### src/rtl/jfs_pkg.sv
`timescale 1ns / 1ps
// ----------------------------------------------------------------------------
// jfs_pkg
// Shared types, marker codes and helpers for the JPEG frame size scanner.
// ----------------------------------------------------------------------------
package jfs_pkg;

    localparam int unsigned ByteW = 8;
    localparam int unsigned DimW  = 16;

    // Marker byte codes
    localparam logic [ByteW-1:0] MK_PREFIX = 8'hFF;
    localparam logic [ByteW-1:0] MK_SOI    = 8'hD8;
    localparam logic [ByteW-1:0] MK_EOI    = 8'hD9;
    localparam logic [ByteW-1:0] MK_RST0   = 8'hD0;
    localparam logic [ByteW-1:0] MK_RST7   = 8'hD7;
    localparam logic [ByteW-1:0] MK_TEM    = 8'h01;
    localparam logic [ByteW-1:0] MK_STUFF  = 8'h00;
    localparam logic [ByteW-1:0] MK_SOF0   = 8'hC0;
    localparam logic [ByteW-1:0] MK_SOF3   = 8'hC3;
    localparam logic [ByteW-1:0] MK_SOF5   = 8'hC5;
    localparam logic [ByteW-1:0] MK_SOF7   = 8'hC7;
    localparam logic [ByteW-1:0] MK_SOF9   = 8'hC9;
    localparam logic [ByteW-1:0] MK_SOF13  = 8'hCD;
    localparam logic [ByteW-1:0] MK_SOF11  = 8'hCB;
    localparam logic [ByteW-1:0] MK_SOF15  = 8'hCF;

    // Segment length bounds (length counts its own two bytes)
    localparam logic [DimW-1:0] LEN_MIN     = 16'd2;
    localparam logic [DimW-1:0] SOF_PAY_MIN = 16'd6;

    // SOF payload positions: precision, height hi/lo, width hi/lo
    localparam logic [2:0] POS_HEIGHT_HI = 3'd1;
    localparam logic [2:0] POS_HEIGHT_LO = 3'd2;
    localparam logic [2:0] POS_WIDTH_HI  = 3'd3;
    localparam logic [2:0] POS_WIDTH_LO  = 3'd4;
    localparam logic [2:0] POS_END       = 3'd5;

    // Status codes
    localparam logic STATUS_OK   = 1'b0;
    localparam logic STATUS_FAIL = 1'b1;

    typedef enum logic [2:0] {
        PH_DONE    = 3'd0,
        PH_SOI2    = 3'd1,
        PH_HUNT    = 3'd2,
        PH_MARKER  = 3'd3,
        PH_LENHI   = 3'd4,
        PH_LENLO   = 3'd5,
        PH_PAYLOAD = 3'd6
    } phase_t;

    typedef struct packed {
        logic            status;
        logic [DimW-1:0] image_width;
        logic [DimW-1:0] image_height;
    } jfs_result_t;

    typedef struct packed {
        logic        valid;
        jfs_result_t word;
    } jfs_push_t;

    // Start-of-frame markers that carry frame dimensions
    function automatic logic is_frame_marker(input logic [ByteW-1:0] m);
        return (m >= MK_SOF0  && m <= MK_SOF3)  ||
               (m >= MK_SOF5  && m <= MK_SOF7)  ||
               (m >= MK_SOF9  && m <= MK_SOF11) ||
               (m >= MK_SOF13 && m <= MK_SOF15);
    endfunction

    // Markers that stand alone with no length field
    function automatic logic is_bare_marker(input logic [ByteW-1:0] m);
        return (m == MK_STUFF) || (m == MK_SOI) || (m == MK_EOI) ||
               (m == MK_TEM) || (m >= MK_RST0 && m <= MK_RST7);
    endfunction

endpackage

### src/rtl/jfs_byte_if.sv
`timescale 1ns / 1ps
// ----------------------------------------------------------------------------
// jfs_byte_if
// Byte stream channel: one file byte per word with first/last marks.
// ----------------------------------------------------------------------------
interface jfs_byte_if
    import jfs_pkg::*;
();
    logic             valid;
    logic             ready;
    logic [ByteW-1:0] data_byte;
    logic             first;
    logic             last;

    modport source (output valid, output data_byte, output first, output last,
                    input ready);
    modport sink   (input valid, input data_byte, input first, input last,
                    output ready);
endinterface

### src/rtl/jfs_result_if.sv
`timescale 1ns / 1ps
// ----------------------------------------------------------------------------
// jfs_result_if
// Result channel: scan status and frame dimensions.
// ----------------------------------------------------------------------------
interface jfs_result_if
    import jfs_pkg::*;
();
    logic            valid;
    logic            ready;
    logic            status;
    logic [DimW-1:0] image_width;
    logic [DimW-1:0] image_height;

    modport source (output valid, output status, output image_width,
                    output image_height, input ready);
    modport sink   (input valid, input status, input image_width,
                    input image_height, output ready);
endinterface

### src/rtl/jfs_scanner.sv
`timescale 1ns / 1ps
// ----------------------------------------------------------------------------
// jfs_scanner
// Marker segment parser: updates the scan state once per accepted byte word
// and pushes a result word when the scan ends.
// ----------------------------------------------------------------------------
module jfs_scanner
    import jfs_pkg::*;
(
    input  logic           clk,
    input  logic           rst_n,
    jfs_byte_if.sink       stream,
    input  logic           buf_ready,
    output jfs_push_t      push
);

    phase_t          phase_reg, phase_next;
    logic [DimW-1:0] bytes_left_reg, bytes_left_next;
    logic [7:0]      length_high_reg, length_high_next;
    logic            in_fh_reg, in_fh_next;
    logic [2:0]      header_pos_reg, header_pos_next;
    logic [DimW-1:0] held_height_reg, held_height_next;
    logic [DimW-1:0] held_width_reg, held_width_next;

    logic            accept;
    logic [7:0]      b;
    logic [DimW-1:0] seg_len;
    logic [DimW-1:0] seg_pay;
    logic            seg_short;
    logic            fh_short;
    logic            hdr_active;
    logic [DimW-1:0] height_upd;
    logic [DimW-1:0] width_upd;
    logic            zero_size;
    logic [DimW-1:0] left_dec;
    logic            left_end;
    logic            emit;
    logic            emit_ok;

    assign accept       = stream.valid && stream.ready;
    assign stream.ready = buf_ready;
    assign b            = stream.data_byte;

    // Decode the segment length and the frame header fields
    always_comb
    begin
        seg_len    = {length_high_reg, b};
        seg_pay    = seg_len - LEN_MIN;
        seg_short  = seg_len < LEN_MIN;
        fh_short   = in_fh_reg && (seg_pay < SOF_PAY_MIN);
        hdr_active = in_fh_reg && (header_pos_reg < POS_END);
        height_upd = held_height_reg;
        width_upd  = held_width_reg;
        if (hdr_active)
        begin
            unique case (header_pos_reg)
                POS_HEIGHT_HI: height_upd = {b, held_height_reg[7:0]};
                POS_HEIGHT_LO: height_upd = {held_height_reg[15:8], b};
                POS_WIDTH_HI:  width_upd  = {b, held_width_reg[7:0]};
                POS_WIDTH_LO:  width_upd  = {held_width_reg[15:8], b};
                default:       ;
            endcase
        end
        zero_size = hdr_active && (header_pos_reg == POS_WIDTH_LO) &&
                    ((width_upd == '0) || (height_upd == '0));
        left_dec  = bytes_left_reg - 16'd1;
        left_end  = left_dec == '0;
    end

    // Result decision for the current byte word
    always_comb
    begin
        emit    = 1'b0;
        emit_ok = 1'b0;
        if (stream.first)
        begin
            emit = (b != MK_PREFIX) || stream.last;
        end
        else
        begin
            unique case (phase_reg)
                PH_SOI2:
                    emit = (b != MK_SOI) || stream.last;
                PH_HUNT, PH_MARKER, PH_LENHI:
                    emit = stream.last;
                PH_LENLO:
                    emit = seg_short || fh_short || stream.last;
                PH_PAYLOAD:
                begin
                    if (zero_size)
                        emit = 1'b1;
                    else if (left_end && in_fh_reg)
                    begin
                        emit    = 1'b1;
                        emit_ok = 1'b1;
                    end
                    else
                        emit = stream.last;
                end
                default: ;
            endcase
        end
    end

    // Next scan state
    always_comb
    begin
        phase_next       = phase_reg;
        bytes_left_next  = bytes_left_reg;
        length_high_next = length_high_reg;
        in_fh_next       = in_fh_reg;
        header_pos_next  = header_pos_reg;
        held_height_next = held_height_reg;
        held_width_next  = held_width_reg;
        if (stream.first)
        begin
            phase_next       = PH_SOI2;
            bytes_left_next  = '0;
            length_high_next = '0;
            in_fh_next       = 1'b0;
            header_pos_next  = '0;
            held_height_next = '0;
            held_width_next  = '0;
        end
        else
        begin
            unique case (phase_reg)
                PH_SOI2:
                    phase_next = PH_HUNT;
                PH_HUNT:
                    if (b == MK_PREFIX)
                        phase_next = PH_MARKER;
                PH_MARKER:
                begin
                    if (b == MK_PREFIX)
                        phase_next = PH_MARKER;
                    else if (is_bare_marker(b))
                        phase_next = PH_HUNT;
                    else
                    begin
                        in_fh_next = is_frame_marker(b);
                        phase_next = PH_LENHI;
                    end
                end
                PH_LENHI:
                begin
                    length_high_next = b;
                    phase_next       = PH_LENLO;
                end
                PH_LENLO:
                begin
                    header_pos_next = '0;
                    bytes_left_next = seg_pay;
                    phase_next      = (seg_pay == '0) ? PH_HUNT : PH_PAYLOAD;
                end
                PH_PAYLOAD:
                begin
                    held_height_next = height_upd;
                    held_width_next  = width_upd;
                    if (hdr_active)
                        header_pos_next = header_pos_reg + 3'd1;
                    bytes_left_next = left_dec;
                    if (left_end)
                        phase_next = PH_HUNT;
                end
                default:
                    phase_next = PH_DONE;
            endcase
        end
        // Any result closes the scan
        if (emit)
            phase_next = PH_DONE;
    end

    // Advance state on each accepted word
    always_ff @(posedge clk or negedge rst_n)
    begin
        if (!rst_n)
        begin
            phase_reg       <= PH_DONE;
            bytes_left_reg  <= '0;
            length_high_reg <= '0;
            in_fh_reg       <= 1'b0;
            header_pos_reg  <= '0;
            held_height_reg <= '0;
            held_width_reg  <= '0;
        end
        else if (accept)
        begin
            phase_reg       <= phase_next;
            bytes_left_reg  <= bytes_left_next;
            length_high_reg <= length_high_next;
            in_fh_reg       <= in_fh_next;
            header_pos_reg  <= header_pos_next;
            held_height_reg <= held_height_next;
            held_width_reg  <= held_width_next;
        end
    end

    // Push the result word to the output buffer
    always_comb
    begin
        push.valid             = accept && emit;
        push.word.status       = emit_ok ? STATUS_OK : STATUS_FAIL;
        push.word.image_width  = emit_ok ? width_upd : '0;
        push.word.image_height = emit_ok ? height_upd : '0;
    end

    // A result always leaves the scan finished
    a_emit_done: assert property (@(posedge clk) disable iff (!rst_n)
        push.valid |=> (phase_reg == PH_DONE))
        else $error("scan not finished after result");

    // A finished scan stays silent until a new first byte
    a_done_quiet: assert property (@(posedge clk) disable iff (!rst_n)
        (accept && (phase_reg == PH_DONE) && !stream.first) |-> !push.valid)
        else $error("result from finished scan");

    // The header position never runs past the end of the dimension fields
    a_pos_range: assert property (@(posedge clk) disable iff (!rst_n)
        header_pos_reg <= POS_END)
        else $error("header position out of range");

endmodule

### src/rtl/jfs_out_buffer.sv
`timescale 1ns / 1ps
// ----------------------------------------------------------------------------
// jfs_out_buffer
// Output register with a skid stage, so the scanner keeps taking byte words
// while a result word waits on the result channel.
// ----------------------------------------------------------------------------
module jfs_out_buffer
    import jfs_pkg::*;
(
    input  logic         clk,
    input  logic         rst_n,
    input  jfs_push_t    push,
    output logic         buf_ready,
    jfs_result_if.source result
);

    logic        main_valid_reg, main_valid_next;
    logic        skid_valid_reg, skid_valid_next;
    jfs_result_t main_reg, main_next;
    jfs_result_t skid_reg, skid_next;
    logic        pop;

    assign pop       = result.valid && result.ready;
    assign buf_ready = !skid_valid_reg;

    // Select where an incoming word lands and refill from the skid stage
    always_comb
    begin
        main_valid_next = main_valid_reg;
        skid_valid_next = skid_valid_reg;
        main_next       = main_reg;
        skid_next       = skid_reg;
        if (pop)
        begin
            if (skid_valid_reg)
            begin
                main_next       = skid_reg;
                skid_valid_next = 1'b0;
            end
            else
            begin
                main_valid_next = push.valid;
                main_next       = push.word;
            end
        end
        else if (push.valid)
        begin
            if (!main_valid_reg)
            begin
                main_valid_next = 1'b1;
                main_next       = push.word;
            end
            else
            begin
                skid_valid_next = 1'b1;
                skid_next       = push.word;
            end
        end
    end

    // Hold control state
    always_ff @(posedge clk or negedge rst_n)
    begin
        if (!rst_n)
        begin
            main_valid_reg <= 1'b0;
            skid_valid_reg <= 1'b0;
        end
        else
        begin
            main_valid_reg <= main_valid_next;
            skid_valid_reg <= skid_valid_next;
        end
    end

    // Hold payload
    always_ff @(posedge clk)
    begin
        main_reg <= main_next;
        skid_reg <= skid_next;
    end

    assign result.valid        = main_valid_reg;
    assign result.status       = main_reg.status;
    assign result.image_width  = main_reg.image_width;
    assign result.image_height = main_reg.image_height;

    // The skid stage only fills behind a full output register
    a_skid_behind_main: assert property (@(posedge clk) disable iff (!rst_n)
        skid_valid_reg |-> main_valid_reg)
        else $error("skid word without output word");

    // No word arrives while the skid stage is full
    a_no_overrun: assert property (@(posedge clk) disable iff (!rst_n)
        push.valid |-> !skid_valid_reg)
        else $error("result word pushed into full buffer");

    // A taken word with a skid word behind it refills the output register
    a_refill: assert property (@(posedge clk) disable iff (!rst_n)
        (pop && skid_valid_reg) |=> (main_valid_reg && !skid_valid_reg))
        else $error("skid word lost on refill");

endmodule

### src/rtl/jpeg_frame_size_scanner_core.sv
`timescale 1ns / 1ps
// ----------------------------------------------------------------------------
// jpeg_frame_size_scanner_core
// Scans a JPEG byte stream for the first frame header and reports its size.
// ----------------------------------------------------------------------------
// The core takes one file byte per cycle on the stream channel while stream
// ready is high and updates its marker parser in the same cycle. A scan ends
// in one result word (status 0 with width and height, or status 1 with zero
// dimensions), registered into the output register, or into the skid stage
// while that register holds an untaken word. The output register is backed by
// a one-word skid stage; stream ready drops only while both hold a word that
// the result channel has not taken. A byte marked first restarts the scan at
// any time; bytes after a result are dropped until then.
module jpeg_frame_size_scanner_core
    import jfs_pkg::*;
(
    input  logic         clk,
    input  logic         rst_n,
    jfs_byte_if.sink     stream,
    jfs_result_if.source result
);

    jfs_push_t push;
    logic      buf_ready;

    jfs_scanner u_scanner (
        .clk       (clk),
        .rst_n     (rst_n),
        .stream    (stream),
        .buf_ready (buf_ready),
        .push      (push)
    );

    jfs_out_buffer u_out_buffer (
        .clk       (clk),
        .rst_n     (rst_n),
        .push      (push),
        .buf_ready (buf_ready),
        .result    (result)
    );

endmodule
### src/flat_wrapper.sv
// flat-port wrapper written by rule: the top's interface ports become plain ports
module jpeg_frame_size_scanner_core_flat import jfs_pkg::*;
  (clk, rst_n, stream_valid, stream_data_byte, stream_first, stream_last, stream_ready, result_valid, result_status, result_image_width, result_image_height, result_ready);
  jfs_byte_if stream_i ();
  jfs_result_if result_i ();
  input  logic clk;
  input  logic rst_n;
  input wire logic [$bits(stream_i.valid)-1:0] stream_valid;
  input wire logic [$bits(stream_i.data_byte)-1:0] stream_data_byte;
  input wire logic [$bits(stream_i.first)-1:0] stream_first;
  input wire logic [$bits(stream_i.last)-1:0] stream_last;
  output wire logic [$bits(stream_i.ready)-1:0] stream_ready;
  output wire logic [$bits(result_i.valid)-1:0] result_valid;
  output wire logic [$bits(result_i.status)-1:0] result_status;
  output wire logic [$bits(result_i.image_width)-1:0] result_image_width;
  output wire logic [$bits(result_i.image_height)-1:0] result_image_height;
  input wire logic [$bits(result_i.ready)-1:0] result_ready;
  assign stream_i.valid = stream_valid;
  assign stream_i.data_byte = stream_data_byte;
  assign stream_i.first = stream_first;
  assign stream_i.last = stream_last;
  assign stream_ready = stream_i.ready;
  assign result_valid = result_i.valid;
  assign result_status = result_i.status;
  assign result_image_width = result_i.image_width;
  assign result_image_height = result_i.image_height;
  assign result_i.ready = result_ready;
  jpeg_frame_size_scanner_core u_core (.clk(clk), .rst_n(rst_n), .stream(stream_i), .result(result_i));
endmodule
### config.mk
export PLATFORM = sky130hd
export DESIGN_NAME = jpeg_frame_size_scanner_core_flat
export DESIGN_NICKNAME = d
export VERILOG_FILES = /design/src/rtl/jfs_pkg.sv /design/src/rtl/jfs_byte_if.sv /design/src/rtl/jfs_result_if.sv /design/src/rtl/jfs_scanner.sv /design/src/rtl/jfs_out_buffer.sv /design/src/rtl/jpeg_frame_size_scanner_core.sv /design/src/flat_wrapper.sv
export SDC_FILE = /design/constraint.sdc
export NUM_CORES = 1
export LEC_CHECK = 0
export ABC_AREA = 1
export BUFFER_PORTS_ARGS = -buffer_cell sky130_fd_sc_hd__buf_2
export CORE_UTILIZATION = 32
export CTS_CLUSTER_SIZE = 30
export DETAILED_ROUTE_END_ITERATION = 10
export SYNTH_ARGS = -nofsm -noshare
export SYNTH_HDL_FRONTEND = slang
export SYNTH_SLANG_ARGS = --single-unit
### constraint.sdc
create_clock -name clk -period 5.45 [get_ports clk]
set_input_delay 1.3625 -clock clk [delete_from_list [all_inputs] [get_ports clk]]
set_output_delay 1.3625 -clock clk [all_outputs]
set_load 0.005 [all_outputs]
# After elaboration in Yosys (flattened, before gate mapping)
# Cells that the tools add are included.
# Widths: inputs -> output; s select.
[totals]
out_inout_bits = 35
ff_bits = 131
elab_cells = 151
[classes]
order_cmp = 13
muxes = 48
eq_ne = 23
add_sub_neg = 3
n_reduce_logical = 48
bitwise_logic = 1
[op_table]
columns = ["cell", "n"]
rows = [
  ["$mux 16", 9],
  ["$mux 33", 4],
  ["$pmux 16 s2", 3],
  ["$logic_not 16->1", 4],
  ["$ge 8x8->1 const B", 5],
  ["$le 8x8->1 const B", 5],
  ["$mux 3", 9],
  ["$eq 8x8->1 const B", 3],
  ["$mux 1", 18],
  ["$pmux 3 s6", 1],
  ["$lt 16x2->1 const B", 1],
  ["$lt 16x3->1 const B", 1],
  ["$mux 8", 2],
  ["$ne 8x8->1 const B", 2],
  ["$sub 16x1->16 const B", 1],
  ["$sub 16x2->16 const B", 1],
  ["$logic_and 1x1->1", 13],
  ["$eq 3x2->1 const B", 4],
  ["$eq 3x3->1 const B", 4],
  ["$logic_or 1x1->1", 12],
  ["$reduce_and 2->1", 6],
  ["$reduce_bool 2->1", 5],
  ["$reduce_and 3->1", 3],
  ["$eq 8x1->1 const B", 1],
  ["other kinds (15)", 19],
]

# Logic depth before layout (Yosys ltp)
[depth]
ltp_word = 13
depth_mapped = 24
ltp_nobuf = 23

# Modules after synthesis
# Synthesis repeated with hierarchy kept, for this count alone.
[unflattened]
cells_unflattened = 997
area_unflattened_um2 = 7669.9
[modules_own_cells]
columns = ["module", "seq_area_each_um2", "instances", "area_per_inst_um2", "cells_per_inst"]
rows = [
  ["jfs_scanner", 1576.5, 1, 4984.8, 802],
  ["jfs_out_buffer", 2031.9, 1, 2685.1, 195],
]

# Worst setup path after synthesis
# Ideal clock, no wire load.
[synth_timing]
kind = "input to register"
from = "input port stream_data_byte[2]"
to = "register u_core.u_out_buffer.main_reg, in the netlist u_core.u_out_buffer.result.image_height[0], enable pin"
arrival_time_ns = 4.590
slack_ns = 0.426
path_stages = 17
required_ns = 5.016
setup_ns = 0.434
path_cell_list = "clkbuf_1 -> inv_1 -> ha_1 -> nand2_1 -> nor2_1 -> nand2_1 -> xor2_1 -> nand2_1 -> nor2_1 -> nand3_1 -> nand2_1 -> a21oi_1 -> nand2_1 -> nand2_1 -> nand2_1 -> nand2_2 -> a21oi_1"
[synth_via]
elab_chain_cells = 11
word_cells_on_any_way = 24
cone_classes = "1 x add/sub; 2 x order compare; 2 x eq/ne; 7 x mux; 12 x reduce/logical"
[synth_rtl]
columns = ["element", "line_no", "source"]
rows = [
  ["start: declaration", "flat_wrapper.sv:9", "input wire logic [$bits(stream_i.data_byte)-1:0] stream_data_byte;"],
  ["branches (longest 7 deep; another with $sub 16x2->16)", "--", ""],
  ["$mux 1 *", "jfs_scanner.sv:75", "if (stream.first)"],
  ["$logic_and 1x1->1 *", "jfs_scanner.sv:203", "push.valid = accept && emit;"],
  ["$reduce_bool 2->1 (no line) *", "--", ""],
  ["$reduce_and 2->1 (no line) *", "--", ""],
  ["end signal: assignment", "jfs_out_buffer.sv:79", "main_reg <= main_next;"],
  ["end: declaration", "jfs_out_buffer.sv:19", "jfs_result_t main_reg, main_next;"],
]
# Every way passes the cells marked *.
# A chain may end at the register's enable or synchronous reset.

# Final worst setup path
[layout_timing]
from = "register u_core.u_scanner.header_pos_reg[2]"
to = "register u_core.u_out_buffer.main_reg, in the netlist u_core.u_out_buffer.result.image_width[11], enable pin"
[layout_via]
elab_chain_cells = 12
word_cells_on_any_way = 21
cone_classes = "1 x order compare; 4 x eq/ne; 7 x mux; 9 x reduce/logical"
[layout_rtl]
columns = ["element", "line_no", "source"]
rows = [
  ["start: declaration", "jfs_scanner.sv:21", "logic [2:0] header_pos_reg, header_pos_next;"],
  ["start signal: assignment", "jfs_scanner.sv:194", "header_pos_reg <= header_pos_next;"],
  ["$lt 3x3->1, or another cell as far along", "jfs_scanner.sv:51", "hdr_active = in_fh_reg && (header_pos_reg < POS_END);"],
  ["$logic_and 1x1->1 / $pmux 16 s2 (equally long branches)", "jfs_scanner.sv:51, jfs_scanner.sv:56", ""],
  ["$mux 16", "jfs_scanner.sv:54", "if (hdr_active)"],
  ["$logic_not 16->1", "jfs_scanner.sv:65", "((width_upd == '0) || (height_upd == '0));"],
  ["$logic_or 1x1->1", "jfs_scanner.sv:65", ""],
  ["$logic_and 1x1->1 *", "jfs_scanner.sv:64", "zero_size = hdr_active && (header_pos_reg == POS_WIDTH_LO) &&"],
  ["$mux 1 *", "jfs_scanner.sv:90", "if (zero_size)"],
  ["$pmux 1 s4 *", "jfs_scanner.sv:81", "unique case (phase_reg)"],
  ["$mux 1 *", "jfs_scanner.sv:75", ""],
  ["$logic_and 1x1->1 *", "jfs_scanner.sv:203", ""],
  ["$reduce_bool 2->1 (no line) *", "--", ""],
  ["$reduce_and 2->1 (no line) *", "--", ""],
]
# Mark *: on every way between the ends. The rest lies on a longest branch, timed or not.

==> flow_metrics.env <==
export IMPL_cts_repair_resized=0
export IMPL_layout_commonest_cell="nand2_1"
export IMPL_power_leakage_uw=0.00376
export IMPL_r2r_cells=19
export IMPL_cp_num_cells=19
export IMPL_period_share=0.714
export IMPL_portBuffers=48
export IMPL_crit_family="simple AND/OR/NAND/NOR gates"
export IMPL_cts_path_max_buffers=2
export IMPL_ys_seq_elements=131
export IMPL_dr_pass1_iters=6
export IMPL_area_growth_pct=14.1
export IMPL_synth_edff_count=66
export IMPL_fmax_ghz=0.257
export IMPL_drt_iter0_drc=455
export IMPL_finalSetupViolCount=0
export IMPL_p_per_area_mw_per_mm2=377
export IMPL_whs_ns=0.490
export IMPL_path_cells="o21ai_1, nand2_1, clkinv_1, nand2_1, nand2_1, nor2_1, nand2_1, nor2_1, nand2_1, nand2_1, nand2_2, nand2_1, nand2_1, nand2_1, nand2_1, nand2_1, nand2_2, a21oi_4, buf_4"
export IMPL_routed_wl_um=17700
export IMPL_routedWlPerCell_um=14.1
export IMPL_hold_depth=2
export IMPL_start_util=0.327
export IMPL_vias_per_cell=4.75
export IMPL_drive_gt1_frac=0.152
export IMPL_setup_tns_ns=0
export IMPL_die_w_um=154
export IMPL_post_route_cell_area_mm2=0.00844
export IMPL_vdd_drop_max_uv=165
export IMPL_critPathCaptureType="flip-flop"
export IMPL_synthArstFlopShare=0.496
export IMPL_synthesis_instances=923
export IMPL_grt_pass1_wl_um=29700
export IMPL_rows=55
export IMPL_synth_cell_types=36
export IMPL_synth_warning_count=0
export IMPL_syn_area_mm2=0.00739
export IMPL_largest_register_ffs=33
export IMPL_worst_slew_pin_slew_ns=1.18
export IMPL_slew_viol_final=0
export IMPL_worst_setup_path_type="reg2reg"
export IMPL_route_detailed_drc=0
export IMPL_die_h_um=154
export IMPL_antenna_found_initial=0
export IMPL_ant_nets=0
export IMPL_min_path_type="reg2reg"
export IMPL_outcome="finished, final reports clean"
export IMPL_cts_setup_buffers=0
export IMPL_finalCriticalPeriod_ns=3.89
export IMPL_stdcell_count=1259
export IMPL_skew_ns=0.00687
export IMPL_dpl_instance_area_mm2=0.00787
export IMPL_rsz0062_at_grt="no"
export IMPL_io_pins=49
export IMPL_worstPathRequired_ns=5.52
export IMPL_numCtsBuffers=17
export IMPL_fp_coreArea_mm2=0.0226
export IMPL_most_common_layout_cells="293 x nand2_1, 107 x inv_1, 95 x nor2_1"
export IMPL_clk_latency_ns=0.43
export IMPL_hold_violations=0
export IMPL_antenna_cells=0
export IMPL_crit_path_frequent_cell="nand2_1"
export IMPL_htreeDepth=4
export IMPL_fin_nets=983
export IMPL_clk_pin_slew_ns=0.06
export IMPL_grt_max_degree=37
export IMPL_drv_cap=0
export IMPL_slew_headroom=0.214
export IMPL_overflow=0
export IMPL_slowest_stage="dfrtp_1"
export IMPL_cts_tree="yes"
export IMPL_synth_avg_cell_area_um2=8.01
export IMPL_worstPathArrival_ns=3.96
export IMPL_root_buffer="clkbuf_16"
export IMPL_synth_flop_cell="edfxtp_1"
export IMPL_numClockSinks=131
export IMPL_ys_seq_area_frac=0.488
export IMPL_placed_cells=1227
export IMPL_place_congestion=0.886
export IMPL_path_buf_inv=2
export IMPL_grt_usage=0.159
export IMPL_synth_fp_nets=945
export IMPL_dieArea_mm2=0.0237
export IMPL_startpoint_type="flip-flop"
export IMPL_dp_hpwl_um=12400
export IMPL_holdBufCountCts=0
export IMPL_fin_util=0.373
export IMPL_path_max_fanout=33
export IMPL_slowest_delay_ns=0.65
export IMPL_grt_pass1_vias=5752
export IMPL_vias=5980
power breakdown:
group | switching [uW] | total (uW) | internal (uW)
clock network | 442 | 1120 | 674
logic | 502 | 757 | 256
registers | 79.3 | 1310 | 1230
cell type report:
class	count	area, um2
clock buffer	20	437
timing repair buffer	52	270
tap	285	357
fill	2278	14200
clock inverter	12	133
inverter	110	413
multi-input combinational	649	3220
sequential	131	3610
layer usage:
layer	vias up	share of wire	GRT usage
li1	3063	-	-
met1	2780	0.49	0.214
met2	112	0.46	0.252
met3	25	0.028	0.0262
met4	0	0.018	0.0648
met5	-	0	0
final timing paths:
check                                                                startpoint                                                    to  slack [ns]
worst min-delay path            u_core.u_scanner.held_height_reg[8]$_DFFE_PN0P_       u_core.u_scanner.held_height_reg[8]$_DFFE_PN0P_        0.49
max in group asynchronous                                                 rst_n       u_core.u_scanner.length_high_reg[0]$_DFFE_PN0P_        3.41
worst max-delay path             u_core.u_scanner.header_pos_reg[2]$_DFFE_PN0P_  u_core.u_out_buffer.result.image_width[11]$_DFFE_PP_        1.56
worst max register to register   u_core.u_scanner.header_pos_reg[2]$_DFFE_PN0P_  u_core.u_out_buffer.result.image_width[11]$_DFFE_PP_        1.56
worst min register to register  u_core.u_scanner.held_height_reg[8]$_DFFE_PN0P_       u_core.u_scanner.held_height_reg[8]$_DFFE_PN0P_        0.49
min in group asynchronous                                                 rst_n        u_core.u_scanner.bytes_left_reg[2]$_DFFE_PN0P_        1.09
cell families after synthesis:
kind of cell             count (synthesis)  synth area share
XOR/XNOR                                12            0.0142
adder cells (fa/ha/maj)                  8            0.0135
flip-flops                             131             0.488
AND/OR/NAND/NOR                        493             0.280
AO/OA/AOI/OAI                          103            0.0756
multiplexers                            33            0.0501
buffers and inverters                  143            0.0790
worst register-to-register path, cell delays in order, from the launching register on:
cell,delay [ns]
dfrtp_1,0.65
o21ai_1,0.27
nand2_1,0.39
clkinv_1,0.34
nand2_1,0.15
nand2_1,0.07
nor2_1,0.12
nand2_1,0.07
nor2_1,0.13
nand2_1,0.09
nand2_1,0.08
nand2_2,0.09
nand2_1,0.08
nand2_1,0.05
nand2_1,0.10
nand2_1,0.05
nand2_1,0.10
nand2_2,0.12
a21oi_4,0.14
buf_4,0.42
stage by stage:
step / total power [uW] / setup slack (ns)
finish: 3180 / 1.56
global route: 3370 / 1.10
CTS: 3210 / 1.55
detailed placement: 2080 / 1.20
global placement: 2080 / 1.31
floorplan: 1810 / 0.426
synth_stat cells (all sizes together) (9+ instances only):
cell | count | area, um2
xor2 | 12 | 105
mux2 | 32 | 360
nor2 | 117 | 489
nor3 | 14 | 97.6
nand3 | 51 | 255
inv | 109 | 409
nand2 | 300 | 1150
clkbuf | 25 | 95.1
o22ai | 11 | 68.8
dfrtp | 65 | 1630
edfxtp | 66 | 1980
a21oi | 9 | 45.0
o21ai | 71 | 355
(Power assumes the default switching activity.)
